==> config.mk <==
export PLATFORM = sky130hd
export DESIGN_NAME = packet_protocol_classifier_counter_flat
export DESIGN_NICKNAME = d
export VERILOG_FILES = /design/src/design/pkpc_pkg.sv /design/src/design/pkpc_in_if.sv /design/src/design/pkpc_out_if.sv /design/src/design/pkpc_parser.sv /design/src/design/packet_protocol_classifier_counter.sv /design/src/flat_wrapper.sv
export SDC_FILE = /design/constraint.sdc
export NUM_CORES = 2
export LEC_CHECK = 0
export BUFFER_PORTS_ARGS = -buffer_cell sky130_fd_sc_hd__buf_2
export CAP_MARGIN = 5
export CORE_ASPECT_RATIO = 1.75
export CORE_UTILIZATION = 25
export CTS_CLUSTER_DIAMETER = 100
export DETAILED_ROUTE_END_ITERATION = 16
export PLACE_DENSITY = 0.37
export SYNTH_ARGS = -nofsm -noshare
export SYNTH_HDL_FRONTEND = slang
export SYNTH_SLANG_ARGS = --single-unit
==> constraint.sdc <==
create_clock -name clk -period 20.7 [get_ports clk]
set_clock_uncertainty 0.15 [all_clocks]
set_input_delay 1.035 -clock clk [delete_from_list [all_inputs] [get_ports clk]]
set_output_delay 1.035 -clock clk [all_outputs]
set_load 0.05 [all_outputs]
==> src/design/pkpc_pkg.sv <==
// ----------------------------------------------------------------------------
// pkpc_pkg
// Shared types and constants for the packet protocol classifier and counter:
// class codes, header offsets, service ports and the result layout.
// ----------------------------------------------------------------------------
package pkpc_pkg;

  // Link class codes.
  localparam logic [1:0] LINK_OTHER = 2'd0;
  localparam logic [1:0] LINK_IPV4  = 2'd1;
  localparam logic [1:0] LINK_ARP   = 2'd2;

  // Transport class codes.
  localparam logic [1:0] TRANS_NONE = 2'd0;
  localparam logic [1:0] TRANS_ICMP = 2'd1;
  localparam logic [1:0] TRANS_TCP  = 2'd2;
  localparam logic [1:0] TRANS_UDP  = 2'd3;

  // Application class codes.
  localparam logic [2:0] APP_NONE = 3'd0;
  localparam logic [2:0] APP_DNS  = 3'd1;
  localparam logic [2:0] APP_SMTP = 3'd2;
  localparam logic [2:0] APP_POP  = 3'd3;
  localparam logic [2:0] APP_IMAP = 3'd4;
  localparam logic [2:0] APP_HTTP = 3'd5;

  // EtherType and IP protocol numbers.
  localparam logic [15:0] ETYPE_IPV4 = 16'h0800;
  localparam logic [15:0] ETYPE_ARP  = 16'h0806;
  localparam logic [7:0]  PROTO_ICMP = 8'd1;
  localparam logic [7:0]  PROTO_TCP  = 8'd6;
  localparam logic [7:0]  PROTO_UDP  = 8'd17;

  // Well-known service ports.
  localparam logic [15:0] PORT_DNS  = 16'd53;
  localparam logic [15:0] PORT_SMTP = 16'd25;
  localparam logic [15:0] PORT_POP  = 16'd110;
  localparam logic [15:0] PORT_IMAP = 16'd143;
  localparam logic [15:0] PORT_HTTP = 16'd80;

  // Byte offsets within the frame.
  localparam int unsigned POS_ETYPE_HI = 12;
  localparam int unsigned POS_ETYPE_LO = 13;
  localparam int unsigned POS_IHL      = 14;
  localparam int unsigned POS_PROTO    = 23;
  localparam logic [6:0]  IP_HDR_BASE  = 7'd14;
  localparam logic [3:0]  IHL_MASK     = 4'hf;

  // Bits of the field-seen mask.
  localparam int unsigned SEEN_ETYPE = 0;
  localparam int unsigned SEEN_PROTO = 1;
  localparam int unsigned SEEN_SPORT = 2;
  localparam int unsigned SEEN_DPORT = 3;

  // Counter slots.
  localparam int unsigned NUM_CNT  = 9;
  localparam int unsigned CNT_IPV4 = 0;
  localparam int unsigned CNT_ARP  = 1;
  localparam int unsigned CNT_ICMP = 2;
  localparam int unsigned CNT_TCP  = 3;
  localparam int unsigned CNT_DNS  = 4;
  localparam int unsigned CNT_SMTP = 5;
  localparam int unsigned CNT_POP  = 6;
  localparam int unsigned CNT_IMAP = 7;
  localparam int unsigned CNT_HTTP = 8;

  // Classification of one finished frame, from the parser to the counters.
  typedef struct packed {
    logic                     fire;
    logic [1:0]               link;
    logic [1:0]               trans;
    logic [2:0]               app;
    logic [NUM_CNT-1:0]       bump;
  } frame_class_t;

  // One result beat as held in the output stages.
  typedef struct packed {
    logic [1:0]               link;
    logic [1:0]               trans;
    logic [2:0]               app;
    logic [NUM_CNT-1:0][31:0] totals;
  } result_t;

endpackage

==> src/design/pkpc_in_if.sv <==
// ----------------------------------------------------------------------------
// pkpc_in_if
// Frame byte channel: one frame byte and its last-byte mark per beat.
// ----------------------------------------------------------------------------
interface pkpc_in_if;
  logic       valid;
  logic       ready;
  logic [7:0] frame_byte;
  logic       end_of_frame;

  modport source (output valid, output frame_byte, output end_of_frame, input ready);
  modport sink   (input valid, input frame_byte, input end_of_frame, output ready);
endinterface

==> src/design/pkpc_out_if.sv <==
// ----------------------------------------------------------------------------
// pkpc_out_if
// Result channel: the classes of one frame and all nine class counters.
// ----------------------------------------------------------------------------
interface pkpc_out_if;
  logic        valid;
  logic        ready;
  logic [1:0]  link_class;
  logic [1:0]  transport_class;
  logic [2:0]  app_class;
  logic [31:0] ipv4_total;
  logic [31:0] arp_total;
  logic [31:0] icmp_total;
  logic [31:0] tcp_total;
  logic [31:0] dns_total;
  logic [31:0] smtp_total;
  logic [31:0] pop_total;
  logic [31:0] imap_total;
  logic [31:0] http_total;

  modport source (
    output valid, output link_class, output transport_class, output app_class,
    output ipv4_total, output arp_total, output icmp_total, output tcp_total,
    output dns_total, output smtp_total, output pop_total, output imap_total,
    output http_total, input ready
  );
  modport sink (
    input valid, input link_class, input transport_class, input app_class,
    input ipv4_total, input arp_total, input icmp_total, input tcp_total,
    input dns_total, input smtp_total, input pop_total, input imap_total,
    input http_total, output ready
  );
endinterface

==> src/design/pkpc_parser.sv <==
// ----------------------------------------------------------------------------
// pkpc_parser
// Header field capture and frame classification. Tracks the byte position,
// captures EtherType, IHL, protocol and the two transport ports, and on the
// last byte of a frame reports its classes and which counters advance.
// ----------------------------------------------------------------------------
module pkpc_parser #(
  parameter int POS_BITS = 11
) (
  input  logic                 clk,
  input  logic                 rst_n,
  input  logic                 accept,
  input  logic [7:0]           frame_byte,
  input  logic                 end_of_frame,
  output pkpc_pkg::frame_class_t cls
);

  logic [POS_BITS-1:0] pos_r, pos_nxt;
  logic [15:0]         etype_r, etype_nxt;
  logic [5:0]          ihl_bytes_r, ihl_bytes_nxt;
  logic [7:0]          proto_r, proto_nxt;
  logic [15:0]         sport_r, sport_nxt;
  logic [15:0]         dport_r, dport_nxt;
  logic [3:0]          seen_r, seen_nxt;
  logic [6:0]          tp_off;

  // True when a complete port on either side equals the given service port.
  function automatic logic port_hit(input logic [3:0] seen, input logic [15:0] sp,
                                    input logic [15:0] dp, input logic [15:0] port);
    port_hit = (seen[pkpc_pkg::SEEN_SPORT] && (sp == port)) ||
               (seen[pkpc_pkg::SEEN_DPORT] && (dp == port));
  endfunction

  // Field capture for the current byte.
  always_comb begin
    etype_nxt     = etype_r;
    ihl_bytes_nxt = ihl_bytes_r;
    proto_nxt     = proto_r;
    sport_nxt     = sport_r;
    dport_nxt     = dport_r;
    seen_nxt      = seen_r;

    if (pos_r == POS_BITS'(pkpc_pkg::POS_ETYPE_HI)) begin
      etype_nxt = {frame_byte, 8'h00};
    end
    if (pos_r == POS_BITS'(pkpc_pkg::POS_ETYPE_LO)) begin
      etype_nxt = {etype_r[15:8], frame_byte};
      seen_nxt[pkpc_pkg::SEEN_ETYPE] = 1'b1;
    end
    if (pos_r == POS_BITS'(pkpc_pkg::POS_IHL)) begin
      ihl_bytes_nxt = {frame_byte[3:0] & pkpc_pkg::IHL_MASK, 2'b00};
    end
    if (pos_r == POS_BITS'(pkpc_pkg::POS_PROTO)) begin
      proto_nxt = frame_byte;
      seen_nxt[pkpc_pkg::SEEN_PROTO] = 1'b1;
    end

    // The transport offset follows an IHL captured on this very byte.
    tp_off = pkpc_pkg::IP_HDR_BASE + {1'b0, ihl_bytes_nxt};
    if (pos_r == POS_BITS'(tp_off)) begin
      sport_nxt = {frame_byte, 8'h00};
    end
    if (pos_r == POS_BITS'(tp_off + 7'd1)) begin
      sport_nxt = {sport_r[15:8], frame_byte};
      seen_nxt[pkpc_pkg::SEEN_SPORT] = 1'b1;
    end
    if (pos_r == POS_BITS'(tp_off + 7'd2)) begin
      dport_nxt = {frame_byte, 8'h00};
    end
    if (pos_r == POS_BITS'(tp_off + 7'd3)) begin
      dport_nxt = {dport_r[15:8], frame_byte};
      seen_nxt[pkpc_pkg::SEEN_DPORT] = 1'b1;
    end

    // The position stops at its maximum on very long frames.
    pos_nxt = (pos_r == '1) ? pos_r : pos_r + POS_BITS'(1);
  end

  // Frame classification from the state as it stands after this byte.
  always_comb begin
    cls       = '0;
    cls.fire  = accept && end_of_frame;
    cls.link  = pkpc_pkg::LINK_OTHER;
    cls.trans = pkpc_pkg::TRANS_NONE;
    cls.app   = pkpc_pkg::APP_NONE;

    if (seen_nxt[pkpc_pkg::SEEN_ETYPE]) begin
      if (etype_nxt == pkpc_pkg::ETYPE_IPV4) begin
        cls.link = pkpc_pkg::LINK_IPV4;
      end else if (etype_nxt == pkpc_pkg::ETYPE_ARP) begin
        cls.link = pkpc_pkg::LINK_ARP;
      end
    end

    if (cls.link == pkpc_pkg::LINK_IPV4) begin
      cls.bump[pkpc_pkg::CNT_IPV4] = 1'b1;
      if (seen_nxt[pkpc_pkg::SEEN_PROTO]) begin
        case (proto_nxt)
          pkpc_pkg::PROTO_ICMP: begin
            cls.trans = pkpc_pkg::TRANS_ICMP;
            cls.bump[pkpc_pkg::CNT_ICMP] = 1'b1;
          end
          pkpc_pkg::PROTO_TCP: begin
            cls.trans = pkpc_pkg::TRANS_TCP;
            cls.bump[pkpc_pkg::CNT_TCP] = 1'b1;
            // Services are tested in a fixed priority order.
            if (port_hit(seen_nxt, sport_nxt, dport_nxt, pkpc_pkg::PORT_DNS)) begin
              cls.app = pkpc_pkg::APP_DNS;
              cls.bump[pkpc_pkg::CNT_DNS] = 1'b1;
            end else if (port_hit(seen_nxt, sport_nxt, dport_nxt, pkpc_pkg::PORT_SMTP)) begin
              cls.app = pkpc_pkg::APP_SMTP;
              cls.bump[pkpc_pkg::CNT_SMTP] = 1'b1;
            end else if (port_hit(seen_nxt, sport_nxt, dport_nxt, pkpc_pkg::PORT_POP)) begin
              cls.app = pkpc_pkg::APP_POP;
              cls.bump[pkpc_pkg::CNT_POP] = 1'b1;
            end else if (port_hit(seen_nxt, sport_nxt, dport_nxt, pkpc_pkg::PORT_IMAP)) begin
              cls.app = pkpc_pkg::APP_IMAP;
              cls.bump[pkpc_pkg::CNT_IMAP] = 1'b1;
            end else if (port_hit(seen_nxt, sport_nxt, dport_nxt, pkpc_pkg::PORT_HTTP)) begin
              cls.app = pkpc_pkg::APP_HTTP;
              cls.bump[pkpc_pkg::CNT_HTTP] = 1'b1;
            end
          end
          pkpc_pkg::PROTO_UDP: begin
            cls.trans = pkpc_pkg::TRANS_UDP;
            // Over UDP only the destination port identifies DNS.
            if (seen_nxt[pkpc_pkg::SEEN_DPORT] && (dport_nxt == pkpc_pkg::PORT_DNS)) begin
              cls.app = pkpc_pkg::APP_DNS;
              cls.bump[pkpc_pkg::CNT_DNS] = 1'b1;
            end
          end
          default: begin
            cls.trans = pkpc_pkg::TRANS_NONE;
          end
        endcase
      end
    end else if (cls.link == pkpc_pkg::LINK_ARP) begin
      cls.bump[pkpc_pkg::CNT_ARP] = 1'b1;
    end
  end

  // Per-frame state; the last byte of a frame clears it for the next one.
  always_ff @(posedge clk) begin
    if (!rst_n || (accept && end_of_frame)) begin
      pos_r       <= '0;
      etype_r     <= '0;
      ihl_bytes_r <= '0;
      proto_r     <= '0;
      sport_r     <= '0;
      dport_r     <= '0;
      seen_r      <= '0;
    end else if (accept) begin
      pos_r       <= pos_nxt;
      etype_r     <= etype_nxt;
      ihl_bytes_r <= ihl_bytes_nxt;
      proto_r     <= proto_nxt;
      sport_r     <= sport_nxt;
      dport_r     <= dport_nxt;
      seen_r      <= seen_nxt;
    end
  end

endmodule

==> src/design/packet_protocol_classifier_counter.sv <==
// ----------------------------------------------------------------------------
// packet_protocol_classifier_counter
// Ethernet/IPv4 header classifier with nine wrapping class counters.
// ----------------------------------------------------------------------------
// The block takes one frame byte per beat; each byte is captured and classified
// by a compare against the byte position. The edge that accepts the last byte
// of a frame loads its result into the output register, offered in the next
// cycle, or into the skid register while an earlier result waits untaken. A
// result beat carries the frame's link, transport and application classes and
// all nine counters after this frame's update. The result side has an output
// register and a skid register, so bytes keep flowing while a result waits;
// in_bus.ready falls only while both hold a result that has not been taken.
// Counters are COUNT_BITS wide and wrap; the result shows their low 32 bits.
// The byte position is POS_BITS wide and saturates on long frames.
// ----------------------------------------------------------------------------
module packet_protocol_classifier_counter #(
  parameter int COUNT_BITS = 32,
  parameter int POS_BITS   = 11
) (
  input  logic              clk,
  input  logic              rst_n,
  pkpc_in_if.sink           in_bus,
  pkpc_out_if.source        out_bus
);

  localparam int NCNT = pkpc_pkg::NUM_CNT;

  pkpc_pkg::frame_class_t cls;
  pkpc_pkg::result_t      res_nxt;
  pkpc_pkg::result_t      out_data_r;
  pkpc_pkg::result_t      skid_data_r;
  logic                   out_valid_r;
  logic                   skid_valid_r;
  logic                   in_accept;
  logic [COUNT_BITS-1:0]  cnt_r   [NCNT];
  logic [COUNT_BITS-1:0]  cnt_nxt [NCNT];

  // Input side stalls only when both result slots are occupied.
  assign in_bus.ready = !skid_valid_r;
  assign in_accept    = in_bus.valid && in_bus.ready;

  // Field capture and classification.
  pkpc_parser #(
    .POS_BITS (POS_BITS)
  ) u_parser (
    .clk          (clk),
    .rst_n        (rst_n),
    .accept       (in_accept),
    .frame_byte   (in_bus.frame_byte),
    .end_of_frame (in_bus.end_of_frame),
    .cls          (cls)
  );

  // Counter update and the result that goes with it.
  always_comb begin
    res_nxt.link  = cls.link;
    res_nxt.trans = cls.trans;
    res_nxt.app   = cls.app;
    for (int i = 0; i < NCNT; i++) begin
      cnt_nxt[i]        = cnt_r[i] + COUNT_BITS'(cls.bump[i]);
      res_nxt.totals[i] = 32'(cnt_nxt[i]);
    end
  end

  always_ff @(posedge clk) begin
    if (!rst_n) begin
      for (int i = 0; i < NCNT; i++) begin
        cnt_r[i] <= '0;
      end
    end else if (cls.fire) begin
      for (int i = 0; i < NCNT; i++) begin
        cnt_r[i] <= cnt_nxt[i];
      end
    end
  end

  // Output register with a skid register behind it.
  always_ff @(posedge clk) begin
    if (!rst_n) begin
      out_valid_r  <= 1'b0;
      skid_valid_r <= 1'b0;
    end else if (!out_valid_r || out_bus.ready) begin
      if (skid_valid_r) begin
        out_valid_r  <= 1'b1;
        skid_valid_r <= 1'b0;
      end else begin
        out_valid_r  <= cls.fire;
      end
    end else if (cls.fire) begin
      skid_valid_r <= 1'b1;
    end
  end

  always_ff @(posedge clk) begin
    if (!out_valid_r || out_bus.ready) begin
      if (skid_valid_r) begin
        out_data_r <= skid_data_r;
      end else if (cls.fire) begin
        out_data_r <= res_nxt;
      end
    end else if (cls.fire) begin
      skid_data_r <= res_nxt;
    end
  end

  // Result channel.
  assign out_bus.valid           = out_valid_r;
  assign out_bus.link_class      = out_data_r.link;
  assign out_bus.transport_class = out_data_r.trans;
  assign out_bus.app_class       = out_data_r.app;
  assign out_bus.ipv4_total      = out_data_r.totals[pkpc_pkg::CNT_IPV4];
  assign out_bus.arp_total       = out_data_r.totals[pkpc_pkg::CNT_ARP];
  assign out_bus.icmp_total      = out_data_r.totals[pkpc_pkg::CNT_ICMP];
  assign out_bus.tcp_total       = out_data_r.totals[pkpc_pkg::CNT_TCP];
  assign out_bus.dns_total       = out_data_r.totals[pkpc_pkg::CNT_DNS];
  assign out_bus.smtp_total      = out_data_r.totals[pkpc_pkg::CNT_SMTP];
  assign out_bus.pop_total       = out_data_r.totals[pkpc_pkg::CNT_POP];
  assign out_bus.imap_total      = out_data_r.totals[pkpc_pkg::CNT_IMAP];
  assign out_bus.http_total      = out_data_r.totals[pkpc_pkg::CNT_HTTP];

  // The skid register is only ever occupied behind a full output register.
  a_skid_behind_out: assert property (@(posedge clk) disable iff (!rst_n)
    skid_valid_r |-> out_valid_r)
    else $error("skid register holds a result while the output register is empty");

  // A service class is only ever reported over TCP or UDP.
  a_app_needs_transport: assert property (@(posedge clk) disable iff (!rst_n)
    (out_valid_r && (out_data_r.app != pkpc_pkg::APP_NONE)) |->
    ((out_data_r.trans == pkpc_pkg::TRANS_TCP) || (out_data_r.trans == pkpc_pkg::TRANS_UDP)))
    else $error("application class without a TCP or UDP transport");

  // A transport class is only ever reported for IPv4 frames.
  a_transport_needs_ipv4: assert property (@(posedge clk) disable iff (!rst_n)
    (out_valid_r && (out_data_r.trans != pkpc_pkg::TRANS_NONE)) |->
    (out_data_r.link == pkpc_pkg::LINK_IPV4))
    else $error("transport class on a frame that is not IPv4");

  // A result beat never appears straight out of reset.
  a_reset_clears_out: assert property (@(posedge clk)
    !rst_n |=> !out_valid_r)
    else $error("result valid in the cycle after reset");

endmodule

==> src/flat_wrapper.sv <==
// flat-port wrapper written by rule: the top's interface ports become plain ports
module packet_protocol_classifier_counter_flat 
#(
  parameter int COUNT_BITS = 32,
  parameter int POS_BITS   = 11
)
  (clk, rst_n, in_bus_valid, in_bus_frame_byte, in_bus_end_of_frame, in_bus_ready, out_bus_valid, out_bus_link_class, out_bus_transport_class, out_bus_app_class, out_bus_ipv4_total, out_bus_arp_total, out_bus_icmp_total, out_bus_tcp_total, out_bus_dns_total, out_bus_smtp_total, out_bus_pop_total, out_bus_imap_total, out_bus_http_total, out_bus_ready);
  pkpc_in_if in_bus_i ();
  pkpc_out_if out_bus_i ();
  input  logic clk;
  input  logic rst_n;
  input wire logic [$bits(in_bus_i.valid)-1:0] in_bus_valid;
  input wire logic [$bits(in_bus_i.frame_byte)-1:0] in_bus_frame_byte;
  input wire logic [$bits(in_bus_i.end_of_frame)-1:0] in_bus_end_of_frame;
  output wire logic [$bits(in_bus_i.ready)-1:0] in_bus_ready;
  output wire logic [$bits(out_bus_i.valid)-1:0] out_bus_valid;
  output wire logic [$bits(out_bus_i.link_class)-1:0] out_bus_link_class;
  output wire logic [$bits(out_bus_i.transport_class)-1:0] out_bus_transport_class;
  output wire logic [$bits(out_bus_i.app_class)-1:0] out_bus_app_class;
  output wire logic [$bits(out_bus_i.ipv4_total)-1:0] out_bus_ipv4_total;
  output wire logic [$bits(out_bus_i.arp_total)-1:0] out_bus_arp_total;
  output wire logic [$bits(out_bus_i.icmp_total)-1:0] out_bus_icmp_total;
  output wire logic [$bits(out_bus_i.tcp_total)-1:0] out_bus_tcp_total;
  output wire logic [$bits(out_bus_i.dns_total)-1:0] out_bus_dns_total;
  output wire logic [$bits(out_bus_i.smtp_total)-1:0] out_bus_smtp_total;
  output wire logic [$bits(out_bus_i.pop_total)-1:0] out_bus_pop_total;
  output wire logic [$bits(out_bus_i.imap_total)-1:0] out_bus_imap_total;
  output wire logic [$bits(out_bus_i.http_total)-1:0] out_bus_http_total;
  input wire logic [$bits(out_bus_i.ready)-1:0] out_bus_ready;
  assign in_bus_i.valid = in_bus_valid;
  assign in_bus_i.frame_byte = in_bus_frame_byte;
  assign in_bus_i.end_of_frame = in_bus_end_of_frame;
  assign in_bus_ready = in_bus_i.ready;
  assign out_bus_valid = out_bus_i.valid;
  assign out_bus_link_class = out_bus_i.link_class;
  assign out_bus_transport_class = out_bus_i.transport_class;
  assign out_bus_app_class = out_bus_i.app_class;
  assign out_bus_ipv4_total = out_bus_i.ipv4_total;
  assign out_bus_arp_total = out_bus_i.arp_total;
  assign out_bus_icmp_total = out_bus_i.icmp_total;
  assign out_bus_tcp_total = out_bus_i.tcp_total;
  assign out_bus_dns_total = out_bus_i.dns_total;
  assign out_bus_smtp_total = out_bus_i.smtp_total;
  assign out_bus_pop_total = out_bus_i.pop_total;
  assign out_bus_imap_total = out_bus_i.imap_total;
  assign out_bus_http_total = out_bus_i.http_total;
  assign out_bus_i.ready = out_bus_ready;
  packet_protocol_classifier_counter #(.COUNT_BITS(COUNT_BITS), .POS_BITS(POS_BITS)) u_core (.clk(clk), .rst_n(rst_n), .in_bus(in_bus_i), .out_bus(out_bus_i));
endmodule
# After elaboration in Yosys (flattened, before gate mapping)

Memories as Yosys holds them, arrays and structs flattened.
Index checks and enable logic that the tools add are counted.

$add $sub $neg: 14
Multiply operators: 0
Divide/modulo/power cells: 0
$lt $le $gt $ge: 0
Equality and inequality tests: 26
Shifts and indexed selects: 0
Mux-type cells: 57
Bitwise operators: 12
Reduce and logical (&&, ||, !) cells: 27

Operators with widths:

| cell                                                  | count |
|---|---|
| two-way mux 295 bit                                   | 2 |
| adder 32 x 1 -> 32 bit                                | 9 |
| two-way mux 32 bit                                    | 9 |
| two-way mux 16 bit                                    | 6 |
| equality test 16 x 7 -> 1 bit, second input constant  | 4 |
| equality test 11 x 4 -> 1 bit, second input constant  | 3 |
| equality test 11 x 8 -> 1 bit                         | 3 |
| equality test 16 x 12 -> 1 bit, second input constant | 2 |
| equality test 16 x 5 -> 1 bit, second input constant  | 2 |
| equality test 16 x 6 -> 1 bit, second input constant  | 2 |
| equality test 16 x 8 -> 1 bit, second input constant  | 2 |
| two-way mux 12 bit                                    | 2 |
| two-way mux 1 bit                                     | 21 |
| adder 7 x 2 -> 8 bit, second input constant           | 2 |
| two-way mux 3 bit                                     | 5 |
| logical AND 1 bit                                     | 12 |
| two-way mux 4 bit                                     | 3 |
| adder 11 x 1 -> 11 bit, second input constant         | 1 |
| equality test 11 bit, second input constant           | 1 |
| equality test 11 x 5 -> 1 bit, second input constant  | 1 |
| equality test 11 x 7 -> 1 bit                         | 1 |
| bitwise OR 1 bit                                      | 9 |
| adder 7 x 1 -> 8 bit, second input constant           | 1 |
| equality test 8 x 1 -> 1 bit, second input constant   | 1 |
| other kinds (17)                                      | 32 |

Register bits after elaboration: 669
Bits in latches: 0
RAM bits: 288
Bits in read-only memories: 0
Input bits: 13
Output and inout bits: 297
Word-level logic and storage cells: 170
Memories kept: 1

Memory list:

| memory       | depth | bits a word | rd ports | clocked after memory_dff | wr ports | line                                     | text |
|---|---|---|---|---|---|---|---|
| u_core.cnt_r | 9     | 32          | 9        | 0                        | 9        | packet_protocol_classifier_counter.sv:35 | `logic [COUNT_BITS-1:0] cnt_r [NCNT];` |

# Depth between registers and ports, before layout

Depth after elaboration: 21
Gate-level depth with buffers: 32
Depth with buffers taken out: 29

# By module

Synthesis repeated with hierarchy kept, for this count alone.

Cells, all modules: 3055
Area, all modules: 42597.1 sq um

Modules (own cells, without submodules):

| module                             | instances | cells each | area each (sq um) | sequential area each (sq um) |
|---|---|---|---|---|
| packet_protocol_classifier_counter | 1         | 2421       | 37631.1           | 26405.3 |
| pkpc_parser                        | 1         | 634        | 4966.0            | 1541.5 |

# Worst setup path before layout

Ideal clock, no wire load.

Kind: input -> register
Start: input port out_bus_ready
End: register u_core.skid_data_r[0] (netlist bit) (enable)
Setup time: 0.957 ns
Arrival: 13.505 ns
Data required time: 19.593 ns
Setup slack: 6.088 ns
Cell stages on the path: 3
Buffers on the path: 0
Cells stage by stage: nor2b_1 > inv_1 > nor2_1

Cells in the longest elaborated chain, start to end: 3

Ends and longest elaborated chain:

| item                          | line                                      | text |
|---|---|---|
| from (decl)                   | flat_wrapper.sv:29                        | `input wire logic [$bits(out_bus_i.ready)-1:0] out_bus_ready;` |
| logical OR 1 bit              | packet_protocol_classifier_counter.sv:95  | `if (!out_valid_r \|\| out_bus.ready) begin` |
| inverter 1 bit (no line)      | n/a                                       |  |
| AND reduction 2 bit (no line) | n/a                                       |  |
| to (signal assigned)          | packet_protocol_classifier_counter.sv:102 | `skid_data_r <= res_nxt;` |
| to (decl)                     | packet_protocol_classifier_counter.sv:31  | `pkpc_pkg::result_t skid_data_r;` |

No other way between the ends.
A chain may end at the register's enable or synchronous reset.

==> results <==
- The run finished with clean final reports.
- The instance count along the most critical hold path is 2.
- At the placement stage, the worst setup path has a slack of 11.93 ns.
- After global routing the overflow that remains totals 0.
- The clock period could shrink to 8.57 ns.
- Data arrives at the worst endpoint at 8.86 ns.
- The total core area is 167000 µm².
- Averaged over all synthesized cells, the footprint is 14.1 µm².
- In this run the power density over the cells is 88.0 nW/µm².
- Adding up every negative setup slack in the final design gives 0 ns.
- By startpoint and endpoint, the worst setup path is classified as flop to flop.
- The sequential cells in the finished layout cover a total of 28000 µm².
- The number of clock buffers added by TritonCTS is 99.
- The count of max-cap constraint violations is 0.
- In the layout the commonest cells are 878 x edfxtp_1, 309 x buf_2, 302 x and2_1.
- The worst register-to-register path has a depth of 25.
- After detailed routing, the number of remaining DRC violations is 0.
- Summed over all cells, the static leakage comes to 17.5 nW.
- Global routing consumed, on the met3 layer, 2.81% of the routing resources.
- After layout, the worst setup slack is 12.13 ns.
- The area growth from synthesis to final layout is 17.6%.
- The fraction of post-synthesis cell area in the top cell type by area is 62.6%.
- STA classifies the critical path startpoint as a flop.
- The worst setup path is captured at a flop.
- The proportion of layout cells with a drive suffix above 1 is 24.0%.
- The overall global routing resource usage is 13.2%.
- Once detail routing completed, the nets flagged for antenna violations numbered 0.
- The number of synthesized flops with an enable pin is 878.
- The number of antenna violations at the first check in global routing came to 4.
- In this run switching power makes up 24.5% of total power.
- The worst register-to-register path ends at u_core.out_bus.http_total[29].
- The total number of placement rows is 198.
- Sequential elements use 66.4% of the synthesized area.
- The worst-case hold path end point is u_core.u_parser.sport_r[14].
- The data required time of the critical path is 20.99 ns.
- In this run the worst hold path is classified as flop to flop.
- Counting flops and latches in the post-synthesis netlist gives 957.
- When the netlist entered floorplanning its net count stood at 3023.
- Counting every instance in the synthesized netlist gives 2984.
- After clock tree synthesis, the clock-pin slew on the worst setup and hold paths is 0.07 ns.
- The height of the chip is 545 µm.
- The congestion estimate from routability-driven global placement came to 0.823.
- Of all nets on the critical path, the largest fanout is 19.
- The overall via count from detail_route is 24700.
- The count of buffers added on input and output ports is 309.
- The footprint of the multi-input gates is 13600 µm².
- The number of gates resized after cts is 0.
- The number of global-route vias before repair was 25800.
- Among all flip-flop cells after synthesis, the most frequent one is edfxtp_1.
- Setup violations remaining at the end of the flow were counted as 0.
- The H-tree was split into 3 levels.
- The most frequent standard cell in the layout excluding fill and tap cells is edfxtp_1.
- In this run the critical register-to-register path is launched from u_core.u_parser.pos_r[0].
- The first global-routing pass estimated 171000 µm of wire.
- The critical hold path startpoint is u_core.u_parser.sport_r[14].
- The die covers 170000 µm².
- Entering global routing, the biggest net connects 135 pins.
- The peak-usage layer in the global routing report is met2.
- The number of I/O pins is 310.
- Across the VDD grid, the largest voltage drop is 0.0525 mV.
- The yosys synthesis warning count is 0.
- After synthesis, the cell types taking the most area are edfxtp_1 63%, mux2_2 7.9%, and2_1 4.5%.
- After filler insertion, the fill cell instance count of the layout stands at 16900.
- The synthesized cell area is 42100 µm².
- The met1 layer usage reported by global route is 16.4%.
- After the first detailed-routing iteration, the DRC count stood at 1168.
- Timing would allow up to 117 MHz.
- The count of pins over their slew limit is 0.
- The routed design has 113000 µm of wire.
- The number of iterations in the first detailed-routing pass is 5.
- The number of distinct library cell variants in the gate-level netlist after synthesis is 88.
- For the pin with the worst max-slew slack, the measured transition is 1.08 ns.
- Of all flip-flops after synthesis, the portion carrying an async set or reset was 0%.
- Setup repair after global routing left no endpoint under its margin.
- CTS saw 957 sinks.
- The maximum count of clock buffers along a single path is 3.
- The clock network is responsible for 42.0% of the overall power.
- From left edge to right edge, the die measures 312 µm.
- The total setup buffers inserted after CTS is 0.
- TritonCTS built the clock tree.
- The average wire per standard cell is 20.3 µm.
- The master cell of the clock root buffer is clkbuf_16.
- Combinational logic burns 6.8% of the power.
- The cts-stage hold buffer count is 0.
- The internal power component is 0.00329 W.
- Of the available clock period, the critical path in the final layout requires 41.4%.
- The biggest area contributor in the post-synthesis netlist is edfxtp_1.
- The initial utilization of the core area, before any placement, comes to 25.2%.
- The vias per cell is 4.41.
- Per report_power, the sequential group accounts for 51.2% of the total.
- The count of final hold-check violations is 0.
- The net switching power is 0.00107 W.
- The register-to-register setup slack is 12.13 ns.
- In the final design database the tool counted 3347 nets.
- Summed over all nets, the half-perimeter wirelength after detailed placement is 71900 µm.
- For the worst-skew pair, the clock arrives at the later sink with an insertion delay of 0.70 ns.
- Global routing used 22.6% of the available met2 tracks.
- The worst max-slew margin expressed relative to the limit is 27.1%.
[per-stage QoR]
step | hold slack (ns) | utilization [%] | instance area (µm²) | std cells | power [W]
after floorplan | 0.282 | - | 42100 | 2984 | 0.00250
after global placement | 0.289 | 27.7 | 46300 | 5407 | 0.00258
after detailed placement | 0.298 | 27.7 | 46300 | 5407 | 0.00258
after CTS | 0.308 | 29.7 | 49500 | 5592 | 0.00446
after global routing | 0.327 | 29.7 | 49500 | 5593 | 0.00454
final | 0.309 | 29.7 | 49500 | 5594 | 0.00436
[layout make-up]
cell class	count	share of cell area [%]
Clock inverter	61	1.13
Tap cell	2200	5.56
Multi-Input combinational cell	1871	27.4
Antenna cell	2	0.0101
Timing Repair Buffer	335	3.64
Clock buffer	124	5.41
Sequential cell	957	56.5
Inverter	44	0.364
[power by group through the flow]
stage	Combinational (W)	Clock [W]	Sequential [W]
after floorplan	0.000110	0	0.00239
after global placement	0.000303	0	0.00228
after detailed placement	0.000302	0	0.00228
after CTS	0.000304	0.00192	0.00223
after global routing	0.000319	0.00198	0.00224
final	0.000295	0.00183	0.00223
[cells by family after synthesis]
family                     after synthesis  synth area share [%]
AOI/OAI and AO/OA                      169                  2.94
xor gates and xnor gates               289                  6.08
adders and majority gates               26                 0.773
buffers and inverters                  156                  1.43
DFF                                    957                  66.4
muxes                                  331                  8.78
and+or+nand+nor                       1056                  13.6
[routing by layer]
metal	routed length (µm)	vias up
li1	-	11700
met1	49400	12300
met3	5230	157
met2	55800	485
met5	0	-
met4	2860	0
[critical path, cell delays in order (launching register included)]
cell and delay, ns:
dfxtp_1 0.38, inv_1 0.13, ha_1 0.21, nand3_1 0.41, o31ai_1 0.46, and2_1 0.20, ha_1 0.61, inv_1 0.26
o21ai_0 0.20, mux2i_1 0.14, xnor2_1 0.27, and4_1 0.64, nor2_1 0.13, a31oi_1 0.81, nor3_1 0.28, or4_4 0.59
nor2_1 0.24, ha_1 0.26, nand2_1 0.09, nor3_1 0.34, and2_1 0.27, and3_1 0.29, and3_1 0.36, nand3_1 0.13
xnor2_1 0.17, mux2_2 0.28
[worst max path at each step]
| stage | from | to | slack, ns | cells after the start |
|---|---|---|---|---|
| after floorplan | out_bus_ready | u_core.skid_data_r[0] | 6.09 | 3 |
| after global placement | in_bus_frame_byte[0] | u_core.out_bus.http_total[31] | 12.04 | 23 |
| after detailed placement | in_bus_frame_byte[0] | u_core.out_bus.http_total[31] | 11.93 | 23 |
| after CTS | u_core.u_parser.pos_r[0] | u_core.out_bus.http_total[29] | 12.08 | 24 |
| after global routing | u_core.u_parser.pos_r[0] | u_core.out_bus.http_total[30] | 11.26 | 26 |
| final | u_core.u_parser.pos_r[0] | u_core.out_bus.http_total[29] | 12.13 | 25 |
[registers in the layout (all words and copies together), names as in the netlist]
| register | flops |
|---|---|
| u_core.skid_data_r | 295 |
| u_core.cnt_r | 288 |
| u_core.out_bus.arp_total | 32 |
| u_core.out_bus.dns_total | 32 |
| u_core.out_bus.http_total | 32 |
| u_core.out_bus.icmp_total | 32 |
| u_core.out_bus.imap_total | 32 |
| u_core.out_bus.ipv4_total | 32 |
| u_core.out_bus.pop_total | 32 |
| u_core.out_bus.smtp_total | 32 |
| u_core.out_bus.tcp_total | 32 |
| u_core.u_parser.dport_r | 16 |
| u_core.u_parser.etype_r | 16 |
| u_core.u_parser.sport_r | 16 |
| u_core.u_parser.pos_r | 11 |
| u_core.u_parser.proto_r | 8 |
| u_core.u_parser.ihl_bytes_r | 6 |
| u_core.u_parser.seen_r | 4 |
| u_core.out_bus.app_class | 3 |
| u_core.out_bus.link_class | 2 |
| u_core.out_bus.transport_class | 2 |
| u_core.out_bus.valid | 1 |
| u_core.skid_valid_r | 1 |
[Yosys cell counts (32+ instances only)]
cell        n
a21oi_1    38
and2_1    302
and3_1     67
clkbuf_1   94
dfxtp_1    79
edfxtp_1  878
inv_1      43
mux2_2    294
mux2i_1    32
nand2_1   164
nand3_1   165
nand4_1    48
nor2_1    169
xnor2_1   215
xor2_1     72
(Power assumes the default switching activity.)
